==> src/rtl/assert_macros.svh <==
// assertion helpers, compiled out for synthesis
`ifndef ASSERT_MACROS_SVH
`define ASSERT_MACROS_SVH

`ifndef SYNTHESIS

// cond holds at every edge out of reset
`define ASSERT_ALWAYS(label, clk, rstn, cond) \
    label: assert property (@(posedge clk) disable iff (!rstn) (cond)) \
        else $error("assertion failed");

// cons holds in the same cycle as ante
`define ASSERT_IMPLIES(label, clk, rstn, ante, cons) \
    label: assert property (@(posedge clk) disable iff (!rstn) (ante) |-> (cons)) \
        else $error("assertion failed");

// cons holds in the cycle after ante
`define ASSERT_NEXT(label, clk, rstn, ante, cons) \
    label: assert property (@(posedge clk) disable iff (!rstn) (ante) |=> (cons)) \
        else $error("assertion failed");

`else

`define ASSERT_ALWAYS(label, clk, rstn, cond)
`define ASSERT_IMPLIES(label, clk, rstn, ante, cons)
`define ASSERT_NEXT(label, clk, rstn, ante, cons)

`endif

`endif

==> src/rtl/jsu_pkg.sv <==
`default_nettype none

package jsu_pkg;

    localparam int MAX_BYTES = 6;
    localparam int CNT_W     = 3;

    localparam logic [7:0] CHAR_BSLASH = 8'h5C;
    localparam logic [7:0] CHAR_U      = 8'h75;

    localparam logic [15:0] CP_TWO   = 16'h0080;
    localparam logic [15:0] CP_THREE = 16'h0800;

    // all output bytes caused by one input word, byte 0 goes out first
    typedef struct packed {
        logic [MAX_BYTES-1:0][7:0] bytes;
        logic [CNT_W-1:0]          cnt;
        logic                      str_end;
    } entry_t;

endpackage

`default_nettype wire

==> src/rtl/json_string_unescape_utf8_unit.sv <==
`default_nettype none

// JSON string unescaper: takes one raw string-body byte per word and gives the
// unescaped bytes one per word, with \u escapes turned into 1 to 3 UTF-8
// bytes and broken escapes given back literally. An input word is taken every
// cycle while the queue between the decoder and the output serializer has
// room; a word that expands into n bytes is sent out as n output bytes, so
// long expansions fill the QUEUE_DEPTH-entry queue and then stall the input.
// Bytes inside an escape produce nothing until it completes. A byte passes
// through the queue, the current-word register and the output register on
// its way to m_tdata. m_tlast marks the last byte caused by one input word,
// m_tuser the last byte of the whole string.
module json_string_unescape_utf8_unit #(
    parameter int QUEUE_DEPTH = 4
) (
    input  wire        aclk,
    input  wire        aresetn,
    input  wire        s_tvalid,
    output logic       s_tready,
    input  wire [7:0]  s_tdata,   // [7:0] in_byte
    input  wire        s_tlast,
    output logic       m_tvalid,
    input  wire        m_tready,
    output logic [7:0] m_tdata,   // [7:0] out_byte
    output logic       m_tlast,
    output logic       m_tuser    // [0] string_done
);

    logic            accept;
    logic            push;
    logic            full;
    logic            q_valid;
    logic            pop;
    jsu_pkg::entry_t push_data;
    jsu_pkg::entry_t pop_data;

    assign s_tready = !full;
    assign accept   = s_tvalid && s_tready;

    jsu_front u_front (
        .aclk    (aclk),
        .aresetn (aresetn),
        .accept  (accept),
        .in_byte (s_tdata),
        .str_end (s_tlast),
        .push    (push),
        .entry   (push_data)
    );

    jsu_queue #(
        .DEPTH (QUEUE_DEPTH)
    ) u_queue (
        .aclk      (aclk),
        .aresetn   (aresetn),
        .push      (push),
        .push_data (push_data),
        .full      (full),
        .pop       (pop),
        .not_empty (q_valid),
        .pop_data  (pop_data)
    );

    jsu_back u_back (
        .aclk     (aclk),
        .aresetn  (aresetn),
        .q_valid  (q_valid),
        .q_data   (pop_data),
        .pop      (pop),
        .m_tvalid (m_tvalid),
        .m_tready (m_tready),
        .m_tdata  (m_tdata),
        .m_tlast  (m_tlast),
        .m_tuser  (m_tuser)
    );

endmodule

`default_nettype wire

==> src/rtl/jsu_queue.sv <==
`default_nettype none

`include "assert_macros.svh"

module jsu_queue #(
    parameter int DEPTH = 4
) (
    input  wire              aclk,
    input  wire              aresetn,
    input  wire              push,
    input  jsu_pkg::entry_t  push_data,
    output logic             full,
    input  wire              pop,
    output logic             not_empty,
    output jsu_pkg::entry_t  pop_data
);

    localparam int PTR_W = $clog2(DEPTH);
    localparam int CNT_W = $clog2(DEPTH + 1);

    jsu_pkg::entry_t  mem_reg [DEPTH];
    logic [PTR_W-1:0] wr_ptr_reg, wr_ptr_next;
    logic [PTR_W-1:0] rd_ptr_reg, rd_ptr_next;
    logic [CNT_W-1:0] count_reg, count_next;

    assign full      = (count_reg == CNT_W'(DEPTH));
    assign not_empty = (count_reg != '0);
    assign pop_data  = mem_reg[rd_ptr_reg];

    always_comb begin
        wr_ptr_next = wr_ptr_reg;
        rd_ptr_next = rd_ptr_reg;
        if (push) begin
            wr_ptr_next = (wr_ptr_reg == PTR_W'(DEPTH - 1)) ? '0 : wr_ptr_reg + 1'b1;
        end
        if (pop) begin
            rd_ptr_next = (rd_ptr_reg == PTR_W'(DEPTH - 1)) ? '0 : rd_ptr_reg + 1'b1;
        end
        count_next = count_reg + CNT_W'(push) - CNT_W'(pop);
    end

    always_ff @(posedge aclk) begin
        if (!aresetn) begin
            wr_ptr_reg <= '0;
            rd_ptr_reg <= '0;
            count_reg  <= '0;
        end else begin
            wr_ptr_reg <= wr_ptr_next;
            rd_ptr_reg <= rd_ptr_next;
            count_reg  <= count_next;
        end
    end

    always_ff @(posedge aclk) begin
        if (push) begin
            mem_reg[wr_ptr_reg] <= push_data;
        end
    end

    `ASSERT_IMPLIES(a_no_push_full, aclk, aresetn, push, !full)
    `ASSERT_IMPLIES(a_empty_ptrs, aclk, aresetn, count_reg == '0, rd_ptr_reg == wr_ptr_reg)

endmodule

`default_nettype wire

==> src/rtl/jsu_front.sv <==
`default_nettype none

`include "assert_macros.svh"

module jsu_front (
    input  wire              aclk,
    input  wire              aresetn,
    input  wire              accept,
    input  wire [7:0]        in_byte,
    input  wire              str_end,
    output logic             push,
    output jsu_pkg::entry_t  entry
);

    typedef enum logic [2:0] {
        PH_IDLE = 3'd0,
        PH_ESC  = 3'd1,
        PH_U0   = 3'd2,
        PH_U1   = 3'd3,
        PH_U2   = 3'd4,
        PH_U3   = 3'd5
    } phase_t;

    phase_t     phase_reg, phase_next;
    logic [7:0] held_reg [3];

    logic        plain_emit;
    logic        hex_ok;
    logic        hold_wr;
    logic [1:0]  hold_idx;
    logic [2:0]  flush_n;
    logic [7:0]  held_list [jsu_pkg::MAX_BYTES];
    logic [15:0] cp;

    function automatic logic is_hex(input logic [7:0] c);
        return (c >= 8'h30 && c <= 8'h39) || (c >= 8'h61 && c <= 8'h66) ||
               (c >= 8'h41 && c <= 8'h46);
    endfunction

    function automatic logic [3:0] hex_nib(input logic [7:0] c);
        logic [7:0] v;
        if (c <= 8'h39) begin
            v = c - 8'h30;
        end else if (c >= 8'h61) begin
            v = c - 8'h57;
        end else begin
            v = c - 8'h37;
        end
        return v[3:0];
    endfunction

    // simple escape letters, ok low when the letter is not one
    function automatic logic [8:0] simple_esc(input logic [7:0] c);
        case (c)
            8'h22:   return {1'b1, 8'h22};
            8'h5C:   return {1'b1, 8'h5C};
            8'h2F:   return {1'b1, 8'h2F};
            8'h62:   return {1'b1, 8'h08};
            8'h66:   return {1'b1, 8'h0C};
            8'h6E:   return {1'b1, 8'h0A};
            8'h72:   return {1'b1, 8'h0D};
            8'h74:   return {1'b1, 8'h09};
            default: return {1'b0, 8'h00};
        endcase
    endfunction

    logic [8:0] esc;

    always_comb begin
        held_list[0] = jsu_pkg::CHAR_BSLASH;
        held_list[1] = jsu_pkg::CHAR_U;
        held_list[2] = held_reg[0];
        held_list[3] = held_reg[1];
        held_list[4] = held_reg[2];
        held_list[5] = in_byte;

        plain_emit = !(in_byte == jsu_pkg::CHAR_BSLASH && !str_end);
        hex_ok     = is_hex(in_byte);
        esc        = simple_esc(in_byte);
        flush_n    = phase_reg;
        cp         = {hex_nib(held_reg[0]), hex_nib(held_reg[1]),
                      hex_nib(held_reg[2]), hex_nib(in_byte)};

        entry         = '0;
        entry.str_end = str_end;
        phase_next    = PH_IDLE;
        hold_wr       = 1'b0;
        hold_idx      = 2'(phase_reg - 3'd2);

        unique case (phase_reg)
            PH_IDLE: begin
                entry.bytes[0] = in_byte;
                entry.cnt      = jsu_pkg::CNT_W'(plain_emit);
                if (!plain_emit) begin
                    phase_next = PH_ESC;
                end
            end
            default: begin
                if (phase_reg == PH_ESC && esc[8]) begin
                    entry.bytes[0] = esc[7:0];
                    entry.cnt      = 3'd1;
                end else if (phase_reg == PH_ESC && in_byte == jsu_pkg::CHAR_U && !str_end) begin
                    phase_next = PH_U0;
                end else if (phase_reg == PH_U3 && hex_ok) begin
                    if (cp < jsu_pkg::CP_TWO) begin
                        entry.bytes[0] = cp[7:0];
                        entry.cnt      = 3'd1;
                    end else if (cp < jsu_pkg::CP_THREE) begin
                        entry.bytes[0] = {3'b110, cp[10:6]};
                        entry.bytes[1] = {2'b10, cp[5:0]};
                        entry.cnt      = 3'd2;
                    end else begin
                        entry.bytes[0] = {4'b1110, cp[15:12]};
                        entry.bytes[1] = {2'b10, cp[11:6]};
                        entry.bytes[2] = {2'b10, cp[5:0]};
                        entry.cnt      = 3'd3;
                    end
                end else if (phase_reg != PH_ESC && hex_ok && !str_end) begin
                    hold_wr    = 1'b1;
                    phase_next = phase_t'(phase_reg + 3'd1);
                end else begin
                    // give back the held bytes, then treat the byte as plain
                    for (int i = 0; i < jsu_pkg::MAX_BYTES; i++) begin
                        if (3'(i) < flush_n) begin
                            entry.bytes[i] = held_list[i];
                        end else begin
                            entry.bytes[i] = in_byte;
                        end
                    end
                    entry.cnt = flush_n + 3'(plain_emit);
                    if (!plain_emit) begin
                        phase_next = PH_ESC;
                    end
                end
            end
        endcase

        if (str_end) begin
            phase_next = PH_IDLE;
        end

        push = accept && (entry.cnt != '0);
    end

    always_ff @(posedge aclk) begin
        if (!aresetn) begin
            phase_reg <= PH_IDLE;
        end else if (accept) begin
            phase_reg <= phase_next;
        end
    end

    always_ff @(posedge aclk) begin
        if (accept && hold_wr) begin
            held_reg[hold_idx] <= in_byte;
        end
    end

    `ASSERT_IMPLIES(a_end_gives_word, aclk, aresetn, accept && str_end, push)
    `ASSERT_NEXT(a_end_clears_phase, aclk, aresetn, accept && str_end, phase_reg == PH_IDLE)

endmodule

`default_nettype wire

==> src/rtl/jsu_back.sv <==
`default_nettype none

`include "assert_macros.svh"

module jsu_back (
    input  wire              aclk,
    input  wire              aresetn,
    input  wire              q_valid,
    input  jsu_pkg::entry_t  q_data,
    output logic             pop,
    output logic             m_tvalid,
    input  wire              m_tready,
    output logic [7:0]       m_tdata,
    output logic             m_tlast,
    output logic             m_tuser
);

    logic [jsu_pkg::MAX_BYTES-1:0][7:0] cur_bytes_reg;
    logic [jsu_pkg::CNT_W-1:0]          cur_cnt_reg;
    logic                               cur_end_reg;

    logic       m_tvalid_reg;
    logic [7:0] m_tdata_reg;
    logic       m_tlast_reg;
    logic       m_tuser_reg;

    logic out_free;
    logic take;
    logic last_byte;

    assign out_free  = !m_tvalid_reg || m_tready;
    assign take      = out_free && (cur_cnt_reg != '0);
    assign last_byte = (cur_cnt_reg == 3'd1);
    // refill the current word when it is empty or as its last byte leaves
    assign pop       = q_valid && ((cur_cnt_reg == '0) || (take && last_byte));

    assign m_tvalid = m_tvalid_reg;
    assign m_tdata  = m_tdata_reg;
    assign m_tlast  = m_tlast_reg;
    assign m_tuser  = m_tuser_reg;

    always_ff @(posedge aclk) begin
        if (!aresetn) begin
            cur_cnt_reg  <= '0;
            m_tvalid_reg <= 1'b0;
        end else begin
            if (pop) begin
                cur_cnt_reg <= q_data.cnt;
            end else if (take) begin
                cur_cnt_reg <= cur_cnt_reg - 1'b1;
            end
            if (take) begin
                m_tvalid_reg <= 1'b1;
            end else if (m_tready) begin
                m_tvalid_reg <= 1'b0;
            end
        end
    end

    always_ff @(posedge aclk) begin
        if (pop) begin
            cur_bytes_reg <= q_data.bytes;
            cur_end_reg   <= q_data.str_end;
        end else if (take) begin
            cur_bytes_reg <= {8'h00, cur_bytes_reg[jsu_pkg::MAX_BYTES-1:1]};
        end
        if (take) begin
            m_tdata_reg <= cur_bytes_reg[0];
            m_tlast_reg <= last_byte;
            m_tuser_reg <= last_byte && cur_end_reg;
        end
    end

    `ASSERT_NEXT(a_take_shows, aclk, aresetn, take, m_tvalid_reg)
    `ASSERT_ALWAYS(a_cnt_range, aclk, aresetn, cur_cnt_reg <= 3'd6)

endmodule

`default_nettype wire

==> config.mk <==
export PLATFORM = sky130hd
export DESIGN_NAME = json_string_unescape_utf8_unit
export DESIGN_NICKNAME = d
export VERILOG_FILES = /design/src/rtl/jsu_pkg.sv /design/src/rtl/json_string_unescape_utf8_unit.sv /design/src/rtl/jsu_queue.sv /design/src/rtl/jsu_front.sv /design/src/rtl/jsu_back.sv
export VERILOG_INCLUDE_DIRS = /design/src /design/src/rtl
export SDC_FILE = /design/constraint.sdc
export NUM_CORES = 1
export LEC_CHECK = 0
export BUFFER_PORTS_ARGS = -buffer_cell sky130_fd_sc_hd__buf_2
export CAP_MARGIN = 20
export CORE_MARGIN = 4
export CORE_UTILIZATION = 55
export CTS_CLUSTER_SIZE = 28
export DETAILED_ROUTE_END_ITERATION = 16
export GPL_TIMING_DRIVEN = 1
export HOLD_SLACK_MARGIN = 0.15
export PLACE_DENSITY = 0.68
export SYNTH_ARGS = -nofsm -noshare
export SYNTH_HDL_FRONTEND = slang
export SYNTH_HIERARCHICAL = 1
export SYNTH_SLANG_ARGS = --single-unit
==> constraint.sdc <==
create_clock -name aclk -period 5.5 [get_ports aclk]
set_input_delay 0.55 -clock aclk [delete_from_list [all_inputs] [get_ports aclk]]
set_output_delay 0.55 -clock aclk [all_outputs]
set_load 0.1 [all_outputs]
==> results of run 1 <==
-- logic make-up after synthesis --
| logic type | share of synthesized area, % |
|---|---|
| flip-flops | 64.6 |
| AND/OR/NAND/NOR | 8.05 |
| buffers and inverters | 3.53 |
| AO/OA/AOI/OAI | 6.10 |
| multiplexers | 14.4 |
| XOR/XNOR | 0.544 |
| adder cells (fa/ha/maj) | 2.82 |
-- report_power, final --
group / leakage, uW / switching, uW / internal (uW)
registers: 0.00299 / 160 / 3150
clock network: 0.000471 / 828 / 1110
logic: 0.00210 / 1170 / 917
total: 0.00556 / 2160 / 5170
-- per-layer routing --
metal  wire (um)  GRT usage (%)
met5           0              0
met4        1260           8.79
met1       13700           32.0
met2       15000           35.5
met3        1470           2.81
-- final timing paths --
kind                            slack [ns]                endpoint                    start
worst min-delay path                  0.37   u_queue/mem_reg[3][0]                  s_tlast
worst min register to register        0.42       u_back/m_tdata[5]  u_back/cur_bytes_reg[5]
worst max register to register        0.97  u_queue/mem_reg[1][36]   u_front/held_reg[1][1]
worst max-delay path                  0.97  u_queue/mem_reg[1][36]   u_front/held_reg[1][1]
-- worst reg2reg max path, cell delays in order, from the launching register on --
cell and delay, ns:
edfxtp_1 0.55, inv_1 0.14, ha_1 0.23, o21bai_1 0.24
a41oi_2 0.23, mux2i_1 0.26, or3_1 0.50, and3_1 0.25
a221o_1 0.29, a31oi_1 0.64, and2_2 0.58, buf_12 0.28
-- layout by cell type, fill, tap and decap left out, types with 4 or more instances in the layout --
master	n
clkinv_2	7
mux2_2	6
o21ai_0	17
nand2b_1	9
clkbuf_16	31
buf_4	17
and3_1	5
or2_2	4
buf_2	24
nor3_1	10
and2_2	4
a31oi_1	4
ha_1	30
nand3_1	15
xnor2_1	5
o21bai_1	4
nor2b_1	5
edfxtp_1	291
mux2i_1	22
inv_1	37
nor3b_1	5
and2_1	16
mux2_4	37
or3_1	5
o31ai_1	8
a21oi_1	24
dfxtp_1	14
a211oi_1	5
mux4_2	50
buf_12	5
nand2_1	25
nand4_1	4
a311oi_1	6
clkinv_1	5
nor2_1	68
clkbuf_1	5
-- cell type report --
class,count,area [um^2],area share (%)
Antenna cell,2,5.00,0.0325
Timing Repair Buffer,46,348,2.26
Inverter,37,139,0.901
Multi-Input combinational cell,475,4500,29.2
Clock buffer,38,822,5.33
Sequential cell,307,9060,58.8
Clock inverter,18,129,0.836
Tap cell,330,413,2.68
-- through the flow --
stage,hold WS [ns],instances
CTS,0.351,1251
floorplan,0.400,860
detailed placement,0.411,1195
global route,0.355,1251
global placement,0.417,1195
finish,0.369,1253
==> results.toml, run 1 <==
[outcome]
status = "complete, no violations"

[yosys]
syn-instance-count = 860
synth-warning-count = 6
synth_top_area_cell = "edfxtp_1"
synth.distinct_cells = 87
yosysMostFrequentCell = "edfxtp_1"
ys_seq_area_share_pct = 64.6
syn_area_um2 = 14000
synth.area.top_cells = "edfxtp_1 (62%), mux4_2 (8.0%), mux2_4 (4.0%)"
synth_seq_cells = 307
avgSynthCellArea_um2 = 16.3
synth_edf_count = 291
synth.cells.most_frequent = "edfxtp_1 (291), nor2_1 (68), mux4_2 (50)"
synth_top_flop_cell = "edfxtp_1"
async_flop_share_pct = 0
synth_top_area_share_pct = 62.3
syn_nets = 904

[worst_setup_path]
cp_data_arrival_time_ns = 4.77
crit_path_cell_trace = "inv_1 > ha_1 > o21bai_1 > a41oi_2 > mux2i_1 > or3_1 > and3_1 > a221o_1 > a31oi_1 > and2_2 > buf_12"
crit_cells = 11
cp.required_ns = 5.74
cp_num_buf_inv = 2
crit_fanout = 31
cp-start-kind = "flop"
endpoint_kind = "flop"
crit_family = "compound AO/OA/AOI/OAI gates"
path_class = "reg2reg"
slowest_stage = "a31oi_1"
r2r_cells = 11
slowest_delay_ns = 0.64

[cts]
cts-resized-gates = 0
cts_max_level = 1
max-clock-path-buffers = 3
insertion_delay_ns = 0.56
clock-sinks = 307
ctsHoldBuffers = 0
cts_tree = "built"
clkTransAtPathRegs_ns = 0.06
cts-root-buf = "clkbuf_16"
cts_setup_buffers = 0
cts_buffers = 31

[cells_and_area]
drive_above_1_share_pct = 23.5
nets = 942
postLayoutCoreUtil_pct = 61.4
fillers = 1880
fin_area_um2 = 15400
syn2layout_area_growth_pct = 9.85
largest_register_ffs = 208

[placed_design]
portBuffers = 24
gp_congestion = 0.909
detailedPlace.worstSlack_ns = 0.499
hpwl_mm = 21.4
dpl_cell_area_um2 = 14500

[pwr]
power_density_nw_per_um2 = 476
leakage_uw = 0.00556
total_power_uw = 7340
ir_worst_vdd_uv = 789

[sta]
setup_slack_ns = 0.965
period_share_pct = 82.5
grt_setup_unrepaired = "no"
fin_worst_skew_ns = 0.0162
setup_tns_ns = 0
worst_pin_slew_ns = 0.977
max_freq_ghz = 0.221
maxSlewViolCount = 0
setup_viol = 0
maxSlewHeadroom_pct = 34.7
min_period_ns = 4.53
hold_violations = 0

[detailed_routing]
wl_per_cell_um = 25.1
routed_via_density = 6.08
routed_wl_mm = 31.4
route.detailed.drc = 0
drt_iter0_markers = 781
antenna_left = 0
dr_total_vias = 7623
dr.pass1.iters = 5

[global_routing]
gr-total-overflow = 0
grt_pass1_wl_mm = 47.9
grt.total_usage_pct = 22.4
grt_pass1_vias = 7865
antenna_found_initial = 0
grt_max_degree = 53

[min_path]
holdPathStages = 1
hold_class = "in2reg"

[flow_run]
max-cap-violations = 0

[die]
start_util_pct = 55.9
die_w_um = 168
fp.coreArea_um2 = 25100
fp-row-count = 58
design.die.area_um2 = 28100
die_h_um = 168
pin_count = 25
No activity file was read; power rests on OpenSTA's default activity.
==> run 2: changes to the inputs <==
- PLACE_DENSITY: 0.68 -> 0.71
- clock period: 5.5 -> 4.1 ns (I/O delays scaled with it)
==> run 2 against run 1 <==
Cell area grew 1.3%. Hold slack got worse by 0.14 ns. Critical path depth grew 2. Sequential share of layout area decreased by 0.74 points. Global-route usage decreased by 1.1 points.
==> results.toml, run 2 (same netlist as run 1, synthesis figures left out) <==
[outcome]
status = "complete, no violations"

[pwr]
p_clk_share_pct = 27.3
ir_worst_vdd_uv = 704
seqPwrFrac_pct = 45.4
total_power_uw = 9990
p_int_uw = 7070
power_density_nw_per_um2 = 640
leakage_uw = 0.00566
netSwitchingFraction_pct = 29.2
switchingPower_uw = 2920
power_frac_comb_pct = 27.3

[placed_design]
portBuffers = 24
gp_congestion = 1.01
hpwl_mm = 19.7

[sta]
hold_violations = 0
grt_setup_unrepaired = "no"
fin_worst_skew_ns = 0.00841
worst_pin_slew_ns = 1.09
hold_ws_ns = 0.227
maxSlewHeadroom_pct = 27.1
min_period_ns = 3.73
maxSlewViolCount = 0
max_freq_ghz = 0.268
setup_tns_ns = 0
period_share_pct = 91.1
setup_viol = 0

[die]
die_w_um = 168
design.die.area_um2 = 28100
fp-row-count = 58
fp.coreArea_um2 = 25100
start_util_pct = 55.9
die_h_um = 168
pin_count = 25

[cts]
clock-sinks = 307
max-clock-path-buffers = 3
cts-resized-gates = 0
cts_max_level = 1
insertion_delay_ns = 0.54
cts_setup_buffers = 0
clkTransAtPathRegs_ns = 0.06
cts_tree = "built"
cts-root-buf = "clkbuf_16"
ctsHoldBuffers = 0
cts_buffers = 31

[global_routing]
grt.total_usage_pct = 21.2
antenna_found_initial = 0
grtUsageMet1_pct = 31.7
grt_pass1_wl_mm = 46.5
gr-total-overflow = 0
grt_max_degree = 44
busiest_layer = "met2"
use_met2_pct = 34.1
grt_use_met3_pct = 2.50
grt_pass1_vias = 7729

[worst_setup_path]
cp-start-kind = "flop"
crit_fanout = 8
path_class = "reg2reg"
cp.required_ns = 4.53
endpoint_kind = "flop"
cp_data_arrival_time_ns = 4.17

[cells_and_area]
fillers = 1854
drive_above_1_share_pct = 24.9
layout_commonest_cell = "edfxtp_1"
diodes = 0
layout_common_cells = "edfxtp_1 (291), nor2_1 (68), mux4_2 (50)"
syn2layout_area_growth_pct = 11.2
largest_register_ffs = 208
nets = 958

[detailed_routing]
routed_via_density = 6.16
wl_per_cell_um = 23.6
route.detailed.drc = 0
dr_total_vias = 7810
dr.pass1.iters = 6
antenna_left = 0
drt_iter0_markers = 920
routed_wl_mm = 30.0

[flow_run]
max-cap-violations = 0

[min_path]
hold_class = "in2reg"
-- run 2: changes by cell type in the layout (fill, tap and decap cells not counted) --
cell        delta
buf_4         +14
clkinv_4       +3
buf_12         +2
bufinv_16      +2
clkinv_2       -2
diode_2        -2
clkbuf_1       -1
clkbuf_8       -1
clkinvlp_4     +1
inv_8          -1
-- run 2: metal layers --
metal	wire, um	part of all wire [%]	vias up
li1	-	-	3493
met3	1870	6.2	62
met4	748	2.5	0
met5	0	0	-
met1	13300	44	3930
met2	14100	47	325
-- run 2: worst paths after layout --
check / endpoint / slack, ns / depth (start not counted) / from
min reg2reg: u_back/m_tdata[0] / 0.42 / 0 / u_back/cur_bytes_reg[0]
max: u_queue/count_reg[1] / 0.37 / 13 / u_front/held_reg[1][0]
min: u_front/held_reg[1][2] / 0.23 / 1 / s_tdata[2]
max reg2reg: u_queue/count_reg[1] / 0.37 / 13 / u_front/held_reg[1][0]
-- run 2: worst max-delay path: stages (launching register included) --
cell and delay [ns]:
edfxtp_1 0.50, inv_1 0.12, ha_1 0.22, o21bai_1 0.22
a41oi_2 0.22, mux2i_1 0.23, or3_1 0.50, and3_1 0.23
a221o_1 0.29, a31oi_1 0.17, buf_4 0.18, ha_1 0.18
fa_1 0.40, and2_1 0.16
-- run 2: cell type report --
| type | instances | area, um^2 | area share [%] |
|---|---|---|---|
| Clock inverter | 21 | 201 | 1.29 |
| Sequential cell | 307 | 9060 | 58.1 |
| Inverter | 37 | 139 | 0.890 |
| Tap cell | 330 | 413 | 2.64 |
| Clock buffer | 36 | 805 | 5.15 |
| Timing Repair Buffer | 62 | 493 | 3.16 |
| Multi-Input combinational cell | 475 | 4500 | 28.8 |
-- run 2: power groups by stage --
| stage | Sequential (uW) | Combinational (uW) | Clock [uW] |
|---|---|---|---|
| finish | 4540 | 2720 | 2730 |
| global route | 4610 | 2900 | 2940 |
| CTS | 4560 | 2760 | 2790 |
| detailed placement | 4620 | 2750 | 0 |
| global placement | 4600 | 2710 | 0 |
| floorplan | 4810 | 2100 | 0 |
-- run 2: metrics by stage --
step | setup slack, ns | cells | util (%) | area [um^2]
3_5_place_dp | 0.221 | 1211 | 58.2 | 14600
2_1_floorplan | 0.00733 | 860 | - | 14000
3_3_place_gp | 0.280 | 1211 | 58.2 | 14600
6_report | 0.366 | 1268 | 62.2 | 15600
4_1_cts | 0.398 | 1268 | 62.2 | 15600
5_1_grt | 0.150 | 1268 | 62.2 | 15600
==> run 3: changes to the inputs <==
- CORE_MARGIN: 4 -> 8
==> run 3 against run 2 <==
Non-clock buffer count up 14. Power is 3.7% higher. Hold slack worse by 0.056 ns. Wire length increased by 2.6%. Utilization up 0.78 points. Register-to-register slack got worse by 0.02 ns. Clock power is 12% higher. Combinational power increased by 3%. Global-route usage fell by 1.3 points. Fmax shrank 3.7%. Sequential power about the same. First-iteration DRC count decreased by 26%.
==> results.toml, run 3 (same netlist as run 1, synthesis figures left out) <==
[global_routing]
gr-total-overflow = 0
grt_pass1_wl_mm = 47.3
grt_pass1_vias = 7833
grt.total_usage_pct = 20.0
antenna_found_initial = 1
grt_max_degree = 42

[cts]
cts_max_level = 1
insertion_delay_ns = 0.57
cts-root-buf = "clkbuf_16"
cts_tree = "built"
clock-sinks = 307
max-clock-path-buffers = 3
clkTransAtPathRegs_ns = 0.06
cts_buffers = 31

[worst_setup_path]
cp_num_buf_inv = 6
cp_data_arrival_time_ns = 4.11
r2r_cells = 12
timing.rr.start = "u_front/held_reg[1][0]"
cp-start-kind = "input pin"
crit_family = "buffers and inverters"
r2r_end = "u_queue/mem_reg[3][42]"
crit_path_cell_trace = "dlygate4sd3_1 > buf_2 > inv_1 > ha_1 > nand3_1 > or4_2 > nor2_1 > inv_1 > ha_1 > nand2_1 > a21o_1 > a221o_1 > a31oi_1 > buf_4 > and2_2 > buf_4"
cp.required_ns = 4.33
slowest_delay_ns = 0.63
crit_fanout = 20
slowest_stage = "or4_2"
path_class = "in2reg"
endpoint_kind = "flop"
r2r_setup_slack_ns = 0.35

[min_path]
hold_end = "u_front/held_reg[2][4]"
hold_class = "in2reg"
holdPathStages = 1
min_from = "s_tdata[4]"

[detailed_routing]
drt_iter0_markers = 677
antenna_left = 0
dr_total_vias = 7804
route.detailed.drc = 0
dr.pass1.iters = 5
routed_wl_mm = 30.8
routed_via_density = 6.08
wl_per_cell_um = 24.0

[pwr]
leakage_uw = 0.00577
ir_worst_vdd_uv = 553
power_density_nw_per_um2 = 655

[cells_and_area]
syn2layout_area_growth_pct = 12.6
fillers = 1832
layout_commonest_cell = "edfxtp_1"
nets = 972
diodes = 0
layout_common_cells = "edfxtp_1 (291), nor2_1 (68), mux4_2 (50)"
drive_above_1_share_pct = 26.0
postLayoutCoreUtil_pct = 63.0
largest_register_ffs = 208

[sta]
period_share_pct = 94.6
maxSlewViolCount = 0
grt_setup_unrepaired = "no"
hold_violations = 0
setup_viol = 0
setup_tns_ns = 0
fin_worst_skew_ns = 0.0151
max_freq_ghz = 0.258
worst_pin_slew_ns = 1.05
min_period_ns = 3.88
maxSlewHeadroom_pct = 30.2

[outcome]
status = "complete, no violations"

[die]
fp-row-count = 58
die_w_um = 176
start_util_pct = 55.9
pin_count = 25
fp.coreArea_um2 = 25100
die_h_um = 176
design.die.area_um2 = 30900

[placed_design]
hpwl_mm = 20.6
portBuffers = 24
gp_congestion = 0.959

[flow_run]
max-cap-violations = 0
-- run 3: cell count changes in the layout (fill, tap and decap cells not counted) --
| cell | previous run | this run |
|---|---|---|
| buf_4 | 31 | 46 |
| bufinv_16 | 3 | 7 |
| buf_12 | 7 | 4 |
| clkinv_2 | 5 | 3 |
| dlygate4sd3_1 | 0 | 2 |
| clkbuf_8 | 1 | 2 |
| clkinv_1 | 5 | 4 |
| clkinv_4 | 3 | 2 |
| inv_16 | 0 | 1 |
| inv_6 | 3 | 2 |
-- run 3: what timing repair did --
item,CTS,global route
endpoints found under the setup margin,0,0
gates resized for setup,0,0
hold buffers,2,0
setup buffers,0,0
hold endpoints to repair,3,0
-- run 3: worst max path at each step --
stage,cells after the start,slack [ns],startpoint,end
floorplan,12,0.007,s_tdata[0],u_queue/mem_reg[3][0]
global placement,15,0.32,s_tdata[1],u_queue/mem_reg[2][45]
detailed placement,15,0.29,s_tdata[1],u_queue/mem_reg[2][45]
CTS,16,0.27,s_tdata[0],u_queue/mem_reg[3][29]
global route,16,0.05,s_tdata[0],u_queue/mem_reg[2][36]
finish,16,0.22,s_tdata[0],u_queue/mem_reg[3][42]
-- run 3: cell type report --
type | count | area (um^2) | share of cell area [%]
Inverter | 37 | 139 | 0.879
Tap cell | 330 | 413 | 2.61
Sequential cell | 307 | 9060 | 57.3
Timing Repair Buffer | 76 | 566 | 3.58
Clock buffer | 37 | 818 | 5.18
Multi-Input combinational cell | 475 | 4500 | 28.4
Clock inverter | 21 | 310 | 1.96
-- run 3: worst reg2reg max path, cell delays in order, from the launching register on --
cell and delay [ns]:
edfxtp_1 0.51, inv_1 0.13, ha_1 0.23, o21bai_1 0.22, a41oi_2 0.22, mux2i_1 0.23, or3_1 0.46, and3_1 0.22
a221o_1 0.29, a31oi_1 0.21, buf_4 0.20, and2_2 0.18, buf_4 0.32
-- run 3: metrics by stage --
stage          hold slack [ns]  cells  setup slack (ns)  instance area, um^2  power (uW)
2_1_floorplan            0.400    860           0.00733                14000        6910
3_3_place_gp             0.408   1223             0.316                14700        7330
3_5_place_dp             0.408   1223             0.286                14700        7400
4_1_cts                  0.156   1283             0.265                15800       10500
5_1_grt                  0.167   1283            0.0546                15800       10800
6_report                 0.172   1283             0.223                15800       10400
-- run 3: metal layers --
metal | up-vias | track usage, % | routed length, um
met5 | - | 0 | 0
met4 | 0 | 5.65 | 827
met3 | 56 | 2.73 | 1640
met2 | 263 | 31.9 | 14600
met1 | 3974 | 28.3 | 13700
li1 | 3511 | - | -
-- run 3: where the power goes --
group          total [uW]  internal [uW]  switching [uW]
clock network        3060           1880            1180
registers            4510           4220             295
logic                2790           1270            1520
total               10400           7370            2990
